## src/sv/lik_pkg.sv

```systemverilog
// ----------------------------------------------------------------------------
// lik_pkg: shared types, constants and helpers of the leg inverse kinematics.
// Holds the configuration bundle, the foot position word, the result word,
// the CORDIC arctangent table and the saturation helper.
// ----------------------------------------------------------------------------
package lik_pkg;

  localparam int POS_W  = 16;  // Q12.4 coordinates
  localparam int LEN_W  = 15;  // link lengths and offset
  localparam int ANG_W  = 16;  // Q2.13 angles
  localparam int ARG_W  = 49;  // CORDIC operand width
  localparam int Z_W    = 34;  // CORDIC angle accumulator, Q2.30
  localparam int MUL_W  = 34;  // multiplier operand width
  localparam int PROD_W = 68;  // multiplier product width
  localparam int ACC_W  = 66;  // solver accumulator width
  localparam int SQ_W   = 64;  // square root radicand width

  // Configuration register indexes.
  localparam logic [2:0] REG_UPPER_LEN   = 3'd0;
  localparam logic [2:0] REG_LOWER_LEN   = 3'd1;
  localparam logic [2:0] REG_HIP_OFFSET  = 3'd2;
  localparam logic [2:0] REG_HOME_XFRONT = 3'd3;
  localparam logic [2:0] REG_HOME_XBACK  = 3'd4;
  localparam logic [2:0] REG_HOME_Y      = 3'd5;
  localparam logic [2:0] REG_HOME_Z      = 3'd6;

  // Operation codes.
  localparam logic OP_MOVE   = 1'b0;
  localparam logic OP_ATTACH = 1'b1;

  localparam logic signed [Z_W-1:0] HALF_PI_Q30 = 34'sd1686629713;

  typedef struct packed {
    logic        [LEN_W-1:0] upper_len;
    logic        [LEN_W-1:0] lower_len;
    logic        [LEN_W-1:0] hip_off;
    logic signed [POS_W-1:0] home_x_front;
    logic signed [POS_W-1:0] home_x_back;
    logic signed [POS_W-1:0] home_y;
    logic signed [POS_W-1:0] home_z;
  } cfg_t;

  typedef struct packed {
    logic signed [POS_W-1:0] x;
    logic signed [POS_W-1:0] y;
    logic signed [POS_W-1:0] z;
  } pos_t;

  typedef struct packed {
    logic signed [ANG_W-1:0] hip;
    logic signed [ANG_W-1:0] thigh;
    logic signed [ANG_W-1:0] knee;
    logic                    reachable;
    pos_t                    foot;
  } res_t;

  // Saturate an 18-bit sum to 16 bits.
  function automatic logic signed [15:0] sat16(input logic signed [17:0] v);
    if (v > 18'sd32767) begin
      return 16'sh7fff;
    end else if (v < -18'sd32768) begin
      return 16'sh8000;
    end else begin
      return v[15:0];
    end
  endfunction

  // Arctangent of 2^-i in Q2.30.
  function automatic logic [29:0] atan_entry(input logic [4:0] i);
    logic [29:0] r;
    unique case (i)
      5'd0:  r = 30'd843314857;
      5'd1:  r = 30'd497837829;
      5'd2:  r = 30'd263043837;
      5'd3:  r = 30'd133525159;
      5'd4:  r = 30'd67021687;
      5'd5:  r = 30'd33543516;
      5'd6:  r = 30'd16775851;
      5'd7:  r = 30'd8388437;
      5'd8:  r = 30'd4194283;
      5'd9:  r = 30'd2097149;
      5'd10: r = 30'd1048576;
      5'd11: r = 30'd524288;
      5'd12: r = 30'd262144;
      5'd13: r = 30'd131072;
      5'd14: r = 30'd65536;
      5'd15: r = 30'd32768;
      5'd16: r = 30'd16384;
      5'd17: r = 30'd8192;
      5'd18: r = 30'd4096;
      5'd19: r = 30'd2048;
      5'd20: r = 30'd1024;
      5'd21: r = 30'd512;
      5'd22: r = 30'd256;
      5'd23: r = 30'd128;
      5'd24: r = 30'd64;
      5'd25: r = 30'd32;
      5'd26: r = 30'd16;
      5'd27: r = 30'd8;
      5'd28: r = 30'd4;
      5'd29: r = 30'd2;
      5'd30: r = 30'd1;
      5'd31: r = 30'd0;
    endcase
    return r;
  endfunction

endpackage

```

## src/sv/lik_queue.sv

```systemverilog
// ----------------------------------------------------------------------------
// lik_queue: two-entry queue of foot positions between front and solver.
// ----------------------------------------------------------------------------
module lik_queue (
  input  logic          clk,
  input  logic          rst,
  input  logic          wr,
  input  lik_pkg::pos_t wr_data,
  input  logic          rd,
  output lik_pkg::pos_t rd_data,
  output logic          full,
  output logic          empty
);

  lik_pkg::pos_t mem [2];
  logic       wr_ptr;
  logic       rd_ptr;
  logic [1:0] count;
  logic       do_wr;
  logic       do_rd;

  assign full    = (count == 2'd2);
  assign empty   = (count == 2'd0);
  assign do_wr   = wr && !full;
  assign do_rd   = rd && !empty;
  assign rd_data = mem[rd_ptr];

  // Storage.
  always_ff @(posedge clk) begin
    if (do_wr) begin
      mem[wr_ptr] <= wr_data;
    end
  end

  // Pointers and fill count.
  always_ff @(posedge clk) begin
    if (rst) begin
      wr_ptr <= 1'b0;
      rd_ptr <= 1'b0;
      count  <= 2'd0;
    end else begin
      if (do_wr) begin
        wr_ptr <= ~wr_ptr;
      end
      if (do_rd) begin
        rd_ptr <= ~rd_ptr;
      end
      if (do_wr && !do_rd) begin
        count <= count + 2'd1;
      end else if (do_rd && !do_wr) begin
        count <= count - 2'd1;
      end
    end
  end

endmodule

```

## config.mk

```make
export PLATFORM = sky130hd
export DESIGN_NAME = lik_queue
export DESIGN_NICKNAME = d
export VERILOG_FILES = /design/src/sv/lik_pkg.sv /design/src/sv/lik_queue.sv
export SDC_FILE = /design/constraint.sdc
export NUM_CORES = 1
export LEC_CHECK = 0
export BUFFER_PORTS_ARGS = -buffer_cell sky130_fd_sc_hd__buf_2
export CORE_MARGIN = 8
export CORE_UTILIZATION = 51
export CTS_CLUSTER_SIZE = 16
export DETAILED_ROUTE_END_ITERATION = 10
export PLACE_DENSITY = 0.78
export SLEW_MARGIN = 10
export SYNTH_ARGS = -nofsm -noshare
export SYNTH_HDL_FRONTEND = slang
export SYNTH_SLANG_ARGS = --single-unit
```

## constraint.sdc

```tcl
create_clock -name clk -period 3.09 [get_ports clk]
set_input_delay 0.309 -clock clk [delete_from_list [all_inputs] [get_ports clk]]
set_output_delay 0.309 -clock clk [all_outputs]
set_load 0.02 [all_outputs]
```

After elaboration in Yosys (flattened, before gate mapping)
Memory sizes are Yosys's and may differ from the RTL's. A register that Yosys moved wholly into a read port is not among the register bits.
Index checks and enable logic that the tools add are counted.

operators by class
  mux-type cells = 6
  bitwise gates (word level) = 2
  eq/ne operators = 1
  add/subtract/negate cells = 2
  reductions and logical operators = 10

operator list
  cell                                                                number
  1-bit logical AND                                                   4
  1-bit logical NOT                                                   4
  1-bit 2-to-1 mux                                                    4
  2-bit 2-to-1 mux                                                    2
  2-bit by 1-bit adder with 2-bit output, second input constant       1
  2-bit == test, second input constant                                1
  2-bit logical NOT                                                   1
  1-bit inverter                                                      2
  2-bit nonzero test                                                  1
  2-bit by 1-bit subtractor with 2-bit output, second input constant  1

word-level totals
  bits of input ports = 52
  bits in registers = 4
  output and inout bits = 50
  memory bits (writable) = 96
  memories kept = 1

memories
  name  depth  bits a word  rd ports  clocked after Yosys merged registers in  write ports  RTL line         source
  mem   2      48           1         1                                        1            lik_queue.sv:15  lik_pkg::pos_t mem [2];

Longest topological paths before layout
  word-level depth = 7
  mapped depth = 6
  mapped depth without buffers = 6

Least setup slack after synthesis
Ideal clock, no wire load.

  kind = flip-flop to flip-flop
  start point = register count[1]
  end point = memory mem[1][0] in the netlist's numbering (enable)
  arrival = 1.814 ns
  period minus slack after synthesis = 2.224 ns
  setup slack = 0.866 ns
  library setup time = 0.411 ns
  stages on the path, launching flop included = 4
  buffers on the path = 0
  path through = dfxtp_1 nor2b_2 nor2_1 and2_1

between the ends
  word-level cells in the longest chain between the ends = 5

RTL lines
  element                                 RTL line         source
  from (decl)                             lik_queue.sv:18  logic [1:0] count;
  from (signal assigned)                  lik_queue.sv:49  count <= count + 2'd1;
  from (signal assigned)                  lik_queue.sv:51  count <= count - 2'd1;
  2-bit == test                           lik_queue.sv:22  assign full = (count == 2'd2);
  via full                                lik_queue.sv:11  output logic full,
  1-bit logical NOT                       lik_queue.sv:24  assign do_wr = wr && !full;
  1-bit logical AND                       lik_queue.sv:24
  via do_wr                               lik_queue.sv:19  logic do_wr;
  1-bit 2-to-1 mux                        lik_queue.sv:30  if (do_wr) begin
  1-bit 2-to-1 mux (not written as such)  lik_queue.sv:31  mem[wr_ptr] <= wr_data;
  to (decl)                               lik_queue.sv:15

The timed path passes the listed nets, and every way through them passes these cells.

==> qor_table.md <==
| Group | Parameter | Reported |
|---|---|---|
| status | Outcome | finished, final reports clean |
| setup path | Startpoint kind of the worst setup timing path | flop |
| synthesis | Mapped Cells | 174 |
| sta | RSZ-0062 raised after global routing | false |
| die | Core Area | 0.007137 mm² |
| clock tree | Clk buf depth | 2 |
| setup path | Nature of the critical path endpoint | output pin |
| clock tree | Clock Pin Slew Worst Setup and Hold Paths | 90 ps |
| setup path | Highest net fanout along the worst path | 28 |
| clock tree | Number of levels the H-tree was split into | 3 |
| sta | Final worst clock skew | 10.59 ps |
| setup path | Data required time of the critical path | 2780 ps |
| die | Die X-Extent | 101.0 µm |
| cells and area | Antenna cell count | 0 |
| setup path | Category of the critical setup timing path | flop to output pin |
| die | Die footprint | 0.01019 mm² |
| clock tree | Inserted Clock Buffers | 9 |
| clock tree | Clock Tree Root | sky130_fd_sc_hd__clkbuf_8 |
| sta | Hold Vio Cnt, Final | 0 |
| run | Max cap viols | 0 |
| setup path | Arrival time worst endpoint | 1830 ps |
| synthesis | Average cell area after synthesis | 21.16 µm² |
| sta | Peak Freq | 466.7 MHz |
| synthesis | Warning count from the yosys run | 0 |
| sta | Max Slew Vio Count | 0 |
| route | Via count | 1885 |
| sta | Tcrit/Tclk final | 69.34% |
| die | Number of ports placed on the die boundary | 102 |
| route | Average routed wire per standard cell | 16.68 µm |
| cells and area | Area added between synthesis and finish | 22.74% |
| pwr | Max VDD drop | 0.3870 mV |
| synthesis | Count of distinct cell types in the synthesized netlist | 15 |
| route | Detail Route Antenna Nets | 0 |
| route | DRT Pass-1 Iters | 4 |
| setup path | Setup slack on the worst flop-to-flop path | 1190 ps |
| setup path | Longest individual stage delay on the worst path | 680 ps |
| clock tree | Post-CTS repair timing setup buffer count | 0 |
| pwr | Total Power Consumption | 3.685 mW |
| cells and area | Share of cells above drive strength 1 | 58.97% |
| route | DRT iter0 DRCs | 44 |
| sta | Setup Viol. Count Final | 0 |
| global routing | Number of global-route vias before repair | 2083 |
| setup path | Cell family contributing the most delay on the critical path | flip-flops |
| worst hold path | Worst hold path class | input port to flop |
| sta | Worst relative slew slack | 60.66% |
| die | Initial core utilization | 51.58% |
| synthesis | Number of nets in the synthesized netlist | 227 |
| die | Number of core rows | 31 |
| global routing | First-pass GRT wire length | 10220 µm |
| clock tree | Post-CTS sizing | 0 |
| pwr | Leakage power of the design | 1.688 nW |
| die | Height of the chip | 101.0 µm |
| route | Routed WL | 6490 µm |
| sta | Actual transition at the worst max-transition pin | 590.1 ps |
| synthesis | Flip-flop and latch count after synthesis | 101 |
| synthesis | Post-synth design cell area | 0.003681 mm² |
| global routing | Tot GR Track Use | 13.25% |
| cells and area | Final design area excluding fillers | 0.004518 mm² |
| sta | Final critical path time including I/O delays and setup | 2143 ps |
| pwr | Power per cell area | 815.6 mW/mm² |
| clock tree | Count of clock tree sinks | 101 |
| route | DRC errors left | 0 |
| placed design | RD Place Congestion | 0.7154 |
| clock tree | Post-CTS Hold Fix Bufs | 0 |
| global routing | Initial antenna violation count | 0 |
| clock tree | Clock insertion delay at the later pin of the skew report | 340 ps |
| cells and area | FILL cells | 569 |
| global routing | Congestion Overflow GR | 0 |
| setup path | List of cells traversed by the critical path | buf_12 -> mux2_2 -> buf_2 |
| setup path | Count of buffering cells on the critical path with inverters included | 2 |
| global routing | Largest net degree at the start of global routing | 29 |
| sta | Summed negative setup slack over all endpoints | 0 ps |
| placed design | Post-DP Area | 0.004328 mm² |
| cells and area | Layout net count | 338 |
| route | Via density per instance | 4.846 |
| placed design | Port Buffer Count | 101 |
| clock tree | TritonCTS clock tree | done |
| placed design | Post-detail-place hpwl | 4563 µm |
| setup path | Highest-delay cell along the critical path | sky130_fd_sc_hd__dfxtp_2 |
| synthesis | Part of the Yosys area used for sequential elements | 81.03% |
==> state kept, by name (all words and copies together) (netlist names), named ones only <==
name,count
count,2
wr_ptr,1
rd_ptr,1
mem,96
==> through the flow <==
step                util (%)  cells  hold slack (ps)  setup WS [ps]
floorplan                  -    174            378.1          865.7
global placement       60.64    373            484.0           1259
detailed placement     60.64    373            485.3           1190
CTS                    63.31    389            124.2          909.0
global route           63.31    389            116.0          831.8
finish                 63.31    389            141.7          947.4
==> per-layer routing <==
layer	part of all wire [%]	track usage, %
met1	40	15.11
met2	49	21.55
met3	9.8	5.041
met4	1.4	6.186
met5	0	0
==> synth_stat cells (all sizes together) <==
cell	count	share of area [%]
dfxtp	5	2.7
and2	1	0.17
edfxtp	96	78
nor2	5	0.51
ha	1	0.34
o21ai	3	0.41
or3	2	0.34
mux2	48	15
inv	2	0.20
nor2b	1	0.24
buf	5	1.1
xor2	3	0.71
a21oi	2	0.27
==> cell families (layout without fill, tap and decap cells) <==
group | after synthesis | in the layout | synth area share (%)
xor gates and xnor gates | 3 | 3 | 0.7139
AOI/OAI and AO/OA | 5 | 5 | 0.6797
buffers and inverters | 7 | 123 | 1.292
adders and majority gates | 1 | 1 | 0.3399
and+or+nand+nor | 9 | 9 | 1.258
muxes | 48 | 48 | 14.68
DFF | 101 | 101 | 81.03
==> placed cells by master, fill, tap and decap left out, types with 2 or more instances in the layout <==
cell type                    count
sky130_fd_sc_hd__a21oi_1         2
sky130_fd_sc_hd__edfxtp_1       96
sky130_fd_sc_hd__clkbuf_8        9
sky130_fd_sc_hd__mux2_2         48
sky130_fd_sc_hd__buf_4           2
sky130_fd_sc_hd__buf_12          2
sky130_fd_sc_hd__clkinvlp_4      2
sky130_fd_sc_hd__o21ai_0         3
sky130_fd_sc_hd__or3_1           2
sky130_fd_sc_hd__xor2_1          3
sky130_fd_sc_hd__dfxtp_1         4
sky130_fd_sc_hd__nor2_1          5
sky130_fd_sc_hd__buf_2         101
sky130_fd_sc_hd__clkbuf_1        2
==> path summary, 6_finish.rpt <==
check | from | end | cells after the start
max | flop | rd_data[25] | 3
min | wr_data[11] | mem[0][11]$_DFFE_PP_ | 1
max reg2reg | count[1]$_SDFFE_PP0P_ | mem[0][33]$_DFFE_PP_ | 4
min reg2reg | wr_ptr$_SDFFE_PP0P_ | wr_ptr$_SDFFE_PP0P_ | 2
==> area by class of cell <==
class | instances | area, µm² | area share (%)
Tap cell | 99 | 123.9 | 2.742
Clock buffer | 11 | 131.4 | 2.908
Timing Repair Buffer | 105 | 560.5 | 12.41
Inverter | 2 | 7.507 | 0.1662
Clock inverter | 5 | 58.81 | 1.302
Sequential cell | 101 | 2984 | 66.05
Multi-Input combinational cell | 66 | 651.9 | 14.43
==> where the power goes <==
group | switching (mW) | internal [mW]
logic | 0.632 | 0.451
clock network | 0.417 | 0.377
registers | 0.0891 | 1.72
total | 1.14 | 2.55
Power figures use the tool's default switching activity.
