File: config.mk
export PLATFORM = sky130hd
export DESIGN_NAME = lik_front
export DESIGN_NICKNAME = d
export VERILOG_FILES = /design/src/sv/lik_pkg.sv /design/src/sv/lik_front.sv
export SDC_FILE = /design/constraint.sdc
export NUM_CORES = 1
export LEC_CHECK = 0
export ABC_CLOCK_PERIOD_IN_PS = 3600
export BUFFER_PORTS_ARGS = -buffer_cell sky130_fd_sc_hd__buf_2
export CELL_PAD_IN_SITES_DETAIL_PLACEMENT = 2
export CELL_PAD_IN_SITES_GLOBAL_PLACEMENT = 2
export CORE_MARGIN = 2
export CORE_UTILIZATION = 26
export CTS_BUF_LIST = sky130_fd_sc_hd__clkbuf_8 sky130_fd_sc_hd__clkbuf_16
export CTS_CLUSTER_DIAMETER = 150
export CTS_CLUSTER_SIZE = 28
export DETAILED_ROUTE_END_ITERATION = 16
export PLACE_DENSITY = 0.82
export SLEW_MARGIN = 15
export SYNTH_ARGS = -nofsm -noshare
export SYNTH_HDL_FRONTEND = slang
export SYNTH_SLANG_ARGS = --single-unit
export TNS_END_PERCENT = 20
File: constraint.sdc
create_clock -name clk -period 3.6 [get_ports clk]
set_input_delay 0.18 -clock clk [delete_from_list [all_inputs] [get_ports clk]]
set_output_delay 0.18 -clock clk [all_outputs]
set_load 0.005 [all_outputs]
File: src/sv/lik_pkg.sv
// ----------------------------------------------------------------------------
// lik_pkg: shared types, constants and helpers of the leg inverse kinematics.
// Holds the configuration bundle, the foot position word, the result word,
// the CORDIC arctangent table and the saturation helper.
// ----------------------------------------------------------------------------
package lik_pkg;

  localparam int POS_W  = 16;  // Q12.4 coordinates
  localparam int LEN_W  = 15;  // link lengths and offset
  localparam int ANG_W  = 16;  // Q2.13 angles
  localparam int ARG_W  = 49;  // CORDIC operand width
  localparam int Z_W    = 34;  // CORDIC angle accumulator, Q2.30
  localparam int MUL_W  = 34;  // multiplier operand width
  localparam int PROD_W = 68;  // multiplier product width
  localparam int ACC_W  = 66;  // solver accumulator width
  localparam int SQ_W   = 64;  // square root radicand width

  // Configuration register indexes.
  localparam logic [2:0] REG_UPPER_LEN   = 3'd0;
  localparam logic [2:0] REG_LOWER_LEN   = 3'd1;
  localparam logic [2:0] REG_HIP_OFFSET  = 3'd2;
  localparam logic [2:0] REG_HOME_XFRONT = 3'd3;
  localparam logic [2:0] REG_HOME_XBACK  = 3'd4;
  localparam logic [2:0] REG_HOME_Y      = 3'd5;
  localparam logic [2:0] REG_HOME_Z      = 3'd6;

  // Operation codes.
  localparam logic OP_MOVE   = 1'b0;
  localparam logic OP_ATTACH = 1'b1;

  localparam logic signed [Z_W-1:0] HALF_PI_Q30 = 34'sd1686629713;

  typedef struct packed {
    logic        [LEN_W-1:0] upper_len;
    logic        [LEN_W-1:0] lower_len;
    logic        [LEN_W-1:0] hip_off;
    logic signed [POS_W-1:0] home_x_front;
    logic signed [POS_W-1:0] home_x_back;
    logic signed [POS_W-1:0] home_y;
    logic signed [POS_W-1:0] home_z;
  } cfg_t;

  typedef struct packed {
    logic signed [POS_W-1:0] x;
    logic signed [POS_W-1:0] y;
    logic signed [POS_W-1:0] z;
  } pos_t;

  typedef struct packed {
    logic signed [ANG_W-1:0] hip;
    logic signed [ANG_W-1:0] thigh;
    logic signed [ANG_W-1:0] knee;
    logic                    reachable;
    pos_t                    foot;
  } res_t;

  // Saturate an 18-bit sum to 16 bits.
  function automatic logic signed [15:0] sat16(input logic signed [17:0] v);
    if (v > 18'sd32767) begin
      return 16'sh7fff;
    end else if (v < -18'sd32768) begin
      return 16'sh8000;
    end else begin
      return v[15:0];
    end
  endfunction

  // Arctangent of 2^-i in Q2.30.
  function automatic logic [29:0] atan_entry(input logic [4:0] i);
    logic [29:0] r;
    unique case (i)
      5'd0:  r = 30'd843314857;
      5'd1:  r = 30'd497837829;
      5'd2:  r = 30'd263043837;
      5'd3:  r = 30'd133525159;
      5'd4:  r = 30'd67021687;
      5'd5:  r = 30'd33543516;
      5'd6:  r = 30'd16775851;
      5'd7:  r = 30'd8388437;
      5'd8:  r = 30'd4194283;
      5'd9:  r = 30'd2097149;
      5'd10: r = 30'd1048576;
      5'd11: r = 30'd524288;
      5'd12: r = 30'd262144;
      5'd13: r = 30'd131072;
      5'd14: r = 30'd65536;
      5'd15: r = 30'd32768;
      5'd16: r = 30'd16384;
      5'd17: r = 30'd8192;
      5'd18: r = 30'd4096;
      5'd19: r = 30'd2048;
      5'd20: r = 30'd1024;
      5'd21: r = 30'd512;
      5'd22: r = 30'd256;
      5'd23: r = 30'd128;
      5'd24: r = 30'd64;
      5'd25: r = 30'd32;
      5'd26: r = 30'd16;
      5'd27: r = 30'd8;
      5'd28: r = 30'd4;
      5'd29: r = 30'd2;
      5'd30: r = 30'd1;
      5'd31: r = 30'd0;
    endcase
    return r;
  endfunction

endpackage

File: src/sv/lik_front.sv
// ----------------------------------------------------------------------------
// lik_front: input side of the leg solver.
// Accepts move and attach words, keeps the foot position and hands the new
// position of each word to the solver queue.
// ----------------------------------------------------------------------------
module lik_front (
  input  logic                 clk,
  input  logic                 rst,
  input  logic                 push,
  input  logic                 op,
  input  logic                 front_leg,
  input  logic signed [15:0]   delta_x,
  input  logic signed [15:0]   delta_y,
  input  logic signed [15:0]   delta_z,
  input  lik_pkg::cfg_t        cfg,
  input  logic                 q_full,
  output logic                 q_push,
  output lik_pkg::pos_t        q_data
);

  lik_pkg::pos_t foot;
  lik_pkg::pos_t foot_next;
  logic signed [17:0] sum_x, sum_y, sum_z;

  assign q_push = push && !q_full;

  // Saturating move sums.
  assign sum_x = {{2{foot.x[15]}}, foot.x} + {{2{delta_x[15]}}, delta_x};
  assign sum_y = {{2{foot.y[15]}}, foot.y} + {{2{delta_y[15]}}, delta_y};
  assign sum_z = {{2{foot.z[15]}}, foot.z} + {{2{delta_z[15]}}, delta_z};

  // New position: home point on attach, moved point otherwise.
  always_comb begin
    if (op == lik_pkg::OP_ATTACH) begin
      foot_next.x = front_leg ? cfg.home_x_front : cfg.home_x_back;
      foot_next.y = cfg.home_y;
      foot_next.z = cfg.home_z;
    end else begin
      foot_next.x = lik_pkg::sat16(sum_x);
      foot_next.y = lik_pkg::sat16(sum_y);
      foot_next.z = lik_pkg::sat16(sum_z);
    end
  end

  assign q_data = foot_next;

  // Foot position register.
  always_ff @(posedge clk) begin
    if (rst) begin
      foot <= '0;
    end else if (q_push) begin
      foot <= foot_next;
    end
  end

endmodule

# Word-level counts from Yosys, hierarchy flattened
# Index checks and enable logic that the tools add are counted.
# Widths: inputs -> output; s select.
dict set report classes {
  n_mul 0
  muxes 8
  reduce_logical 2
  n_bitwise 0
  eq_ne 0
  addsub 3
  magnitude_cmp 6
  n_shift 0
  n_div 0
}
# operator n
set op_table {}
lappend op_table {{$mux 16} 7}
lappend op_table {{$add 16x16->17} 3}
lappend op_table {{$gt 17x16->1 const B} 3}
lappend op_table {{$lt 17x16->1 const B} 3}
lappend op_table {{$mux 48} 1}
lappend op_table {{$logic_and 1x1->1} 1}
lappend op_table {{$logic_not 1->1} 1}
dict set report totals {
  rom_bits 0
  mem_count 0
  ram_bits 0
  reg_bits 48
  inputBits 163
  out_inout_bits 49
  latch_bits 0
}

# Logic depth before layout (Yosys ltp)
dict set report depth {
  word_depth 5
  depth_mapped 13
}

# Least setup slack after synthesis
# OpenSTA, ideal clock, no wires.
dict set report synth_path {
  path_type {reg2reg}
  startpoint {register foot[0] in the netlist's numbering}
  endpoint {register foot[4] in the netlist's numbering}
  stages_incl_launch_ff 13
  slack_ns 0.884
  required_ns 3.542
  t_arrival_ns 2.658
  synth_period_minus_slack_ns 2.716
  n_path_buf 1
  setup_ns 0.058
  path_cell_list {dfxtp_1 > ha_1 > inv_1 > fa_1 > nand2b_1 > a21oi_1 > o21ai_0 > nand2b_1 > a41o_1 > buf_2 > maj3_1 > o21ai_1 > o21a_1}
}
# item line_no
set synth_lines {}
lappend synth_lines {{start, declared} lik_front.sv:21} ;# lik_pkg::pos_t foot;
lappend synth_lines {{start signal, assigned} lik_front.sv:52} ;# foot <= foot_next;

==> flow_summary.ini <==
[timing]
period_share_pct = 96.20
finalSetupTns_ns = 0
period_needed_ns = 3.463
slew_violations = 0
max_freq_ghz = 0.2887
slew-limit-headroom_pct = 39.47
final.setup_skew_ns = 0.009551
setup_viol = 0
worstMarginPinSlew_ns = 0.9070
rsz0062_at_grt = yes
hold_viol_final = 0

[clock_network]
post_cts_buffers = 0
htreeDepth = 2
clk_pin_slew_ns = 0.08
cts.sinks = 48
clkLatencyLatePin_ns = 0.30
cts_buffer_depth = 2
clock-root-buffer = clkbuf_16
cts_buffers = 5
cts_tree = done

[cells_and_area]
final_common_cell = buf_2
fin_cells = 1101
multi_input_area_um2 = 3923
largest_register_ff_count = 48
syn_to_final_growth_pct = 25.23
reg_top3 = foot x48
regArea_um2 = 960.9
diodes = 0
drive_above_1_share_pct = 24.52
final_cell_mix = buf_2, a21oi_1, nor2_1
fillers = 2326
largest-register = foot
nNetsFinal = 1050
utilization_pct = 32.89

[routing]
vias = 5771
drt_pass1_iterations = 4
drt-total-wl_um = 20020
vias_per_cell = 5.242
drc_errors = 0
wl_per_cell_um = 18.18
ant_nets = 0
drt_iter0_drc = 174

[floorplanning]
die_area_um2 = 20670
io_pins = 212
die_y_um = 143.8
core.rowCount = 51
core_region_area_um2 = 19330
start_util_pct = 26.27
die_x_um = 143.8

[global_route]
grt_pass1_wl_um = 32220
grt_max_degree = 61
grt-ovfl-total = 0
grt_pass1_vias = 6222
antenna_found_initial = 0
grt_usage_pct = 19.64

[logic_synthesis]
ys_async_sr_fraction_pct = 0
ys_seq_area_share_pct = 18.92
synthAdderAreaFrac_pct = 13.99
synth_xor_area_share_pct = 5.691
synth_top_family_by_area = compound AO/OA/AOI/OAI gates
syn_nets = 897
ys_seq_elements = 48
synth_compound_area_share_pct = 31.46
syn_inst = 683
synth_area_um2 = 5079
yosys.area_share.simple_pct = 19.98
synth_area_per_cell_um2 = 7.436
synth_mux_area_share_pct = 5.100
synth-edff-count = 0
yosysUniqueCellTypes = 67
yosysWarnings = 0
synthFlopType = dfxtp_1

[setup_path]
start_kind = flop
cp_slowest_stage_delay_ns = 0.48
regToRegEndpoint = foot[20]$_SDFFE_PP0P_
crit_type = flop to output port
cp_common_cell = a21oi_1
r2r.worst_path.cells = 11
r2r_start = foot[16]$_SDFFE_PP0P_
cp.arrival_ns = 3.28
path_max_fanout = 8
end_kind = output port
reg2reg_slack_ns = 0.48
crit_chain = ha_1, a21oi_1, o211ai_1, and3_1, or2_4, o311ai_4, nand2_1, a311oi_1, a21oi_1, buf_2
cp.required_ns = 3.42
cp_slowest_cell = o311ai_4

[placement]
port_buffers = 166
dp_hpwl_um = 15600
gp_congestion = 0.8092
placed_cells_incl_taps = 1094

[outcome]
outcome = completed

[run]
drv_cap = 0

[min_path]
hold_class = input port to flop
holdPathEnd = foot[0]$_SDFFE_PP0P_
holdCritStartpoint = cfg[0]
whs_path_depth = 3

[power_and_ir_drop]
power_leakage_nw = 2.944
vdd.ir_drop.worst_v = 0.0001655
power_density_nw_per_um2 = 333.2
-- cell usage after synthesis, types with 2 or more instances --
master | count | area share, %
o211a_1 | 4 | 0.79
a211oi_1 | 7 | 1.0
a211o_1 | 7 | 1.2
ha_1 | 48 | 12
a311oi_1 | 4 | 0.69
mux2_2 | 4 | 0.89
and2_1 | 6 | 0.74
fa_1 | 3 | 1.2
o21ai_0 | 30 | 3.0
o21bai_1 | 6 | 0.89
buf_4 | 2 | 0.30
nand3_1 | 18 | 1.8
a21oi_1 | 91 | 9.0
clkbuf_1 | 24 | 1.8
a31oi_1 | 10 | 1.2
nand2_1 | 65 | 4.8
xnor2_1 | 21 | 3.6
a41o_1 | 2 | 0.39
or2_2 | 2 | 0.25
nor2b_1 | 3 | 0.37
nand2b_1 | 17 | 2.1
o31ai_1 | 4 | 0.59
o21ai_1 | 5 | 0.49
nor2_1 | 73 | 5.4
o41ai_1 | 2 | 0.34
inv_1 | 27 | 2.0
nor3b_1 | 4 | 0.59
o2111ai_1 | 2 | 0.34
maj3_1 | 5 | 0.99
a21boi_0 | 4 | 0.59
and3_1 | 7 | 0.86
a31o_2 | 2 | 0.34
a21o_1 | 13 | 1.9
nor3_1 | 7 | 0.69
o21a_1 | 13 | 1.9
dfxtp_1 | 48 | 19
a22oi_1 | 3 | 0.44
o211ai_1 | 10 | 1.5
mux2i_1 | 20 | 3.9
or3_1 | 11 | 1.4
o221ai_1 | 11 | 1.9
xor2_1 | 12 | 2.1
buf_2 | 2 | 0.20
-- logic make-up (layout without fill, tap and decap cells) --
logic type	after synthesis	in the layout
multiplexers	25	25
buffers and inverters	58	211
adder cells (fa/ha/maj)	56	56
AND/OR/NAND/NOR	220	220
AO/OA/AOI/OAI	243	243
XOR/XNOR	33	33
flip-flops	48	48
-- worst max-delay path, delay by kind of cell, from the launching register on --
| family | cells | cell delay (ns) |
|---|---|---|
| flip-flops | 1 | 0.32 |
| buffers and inverters | 1 | 0.16 |
| adder cells (fa/ha/maj) | 1 | 0.35 |
| AO/OA/AOI/OAI | 5 | 1.41 |
| AND/OR/NAND/NOR | 3 | 0.73 |
-- metrics by stage --
step	power, W	hold slack [ns]	worst slack (ns)	cell area, um2
floorplan	0.001258	0.3641	0.8842	5079
global placement	0.001595	0.4473	0.2836	6177
global route	0.002289	0.1932	-0.05381	6360
detailed placement	0.001624	0.4576	0.2826	6177
finish	0.002119	0.1813	0.1367	6360
CTS	0.002147	0.1647	0.03169	6335
-- routing by layer --
metal	global-route usage, %	vias up	wire (um)
li1	-	2799	-
met1	24.69	2783	8939
met2	35.11	161	9799
met3	3.132	28	898
met4	4.438	0	380
met5	0	-	0
-- report_power, final --
group,switching [W],internal [W]
sequential,0.0000229,0.000570
clock,0.000245,0.000252
combinational,0.000591,0.000439
-- layout make-up --
type                            instances  area share [%]
Clock buffer                            5           1.967
Sequential cell                        48           15.11
Timing Repair Buffer                  176           14.24
Tap cell                              265           5.213
Clock inverter                          2          0.1377
Inverter                               28           1.653
Multi-Input combinational cell        577           61.68
-- how the worst max path moves through the flow --
stage | slack [ns] | to | cells after the start | from
detailed placement | 0.28 | q_data[2] | 12 | foot[0]$_SDFFE_PP0P_
CTS | 0.03 | q_data[4] | 11 | foot[0]$_SDFFE_PP0P_
global placement | 0.28 | q_data[38] | 11 | foot[32]$_SDFFE_PP0P_
finish | 0.14 | q_data[2] | 10 | foot[4]$_SDFFE_PP0P_
floorplan | 0.88 | foot[4]$_SDFFE_PP0P_ | 12 | foot[0]$_SDFFE_PP0P_
global route | -0.05 | q_data[6] | 10 | foot[4]$_SDFFE_PP0P_
-- timing repair --
action | 4_1_cts | 5_1_grt
hold endpoints to repair | 0 | 0
setup endpoints to repair | 15 | 18
resized for setup | 5 | 5
hold buffers | 0 | 0
pin swaps | 0 | 1
Note: power is estimated with default switching activity, not from simulation.
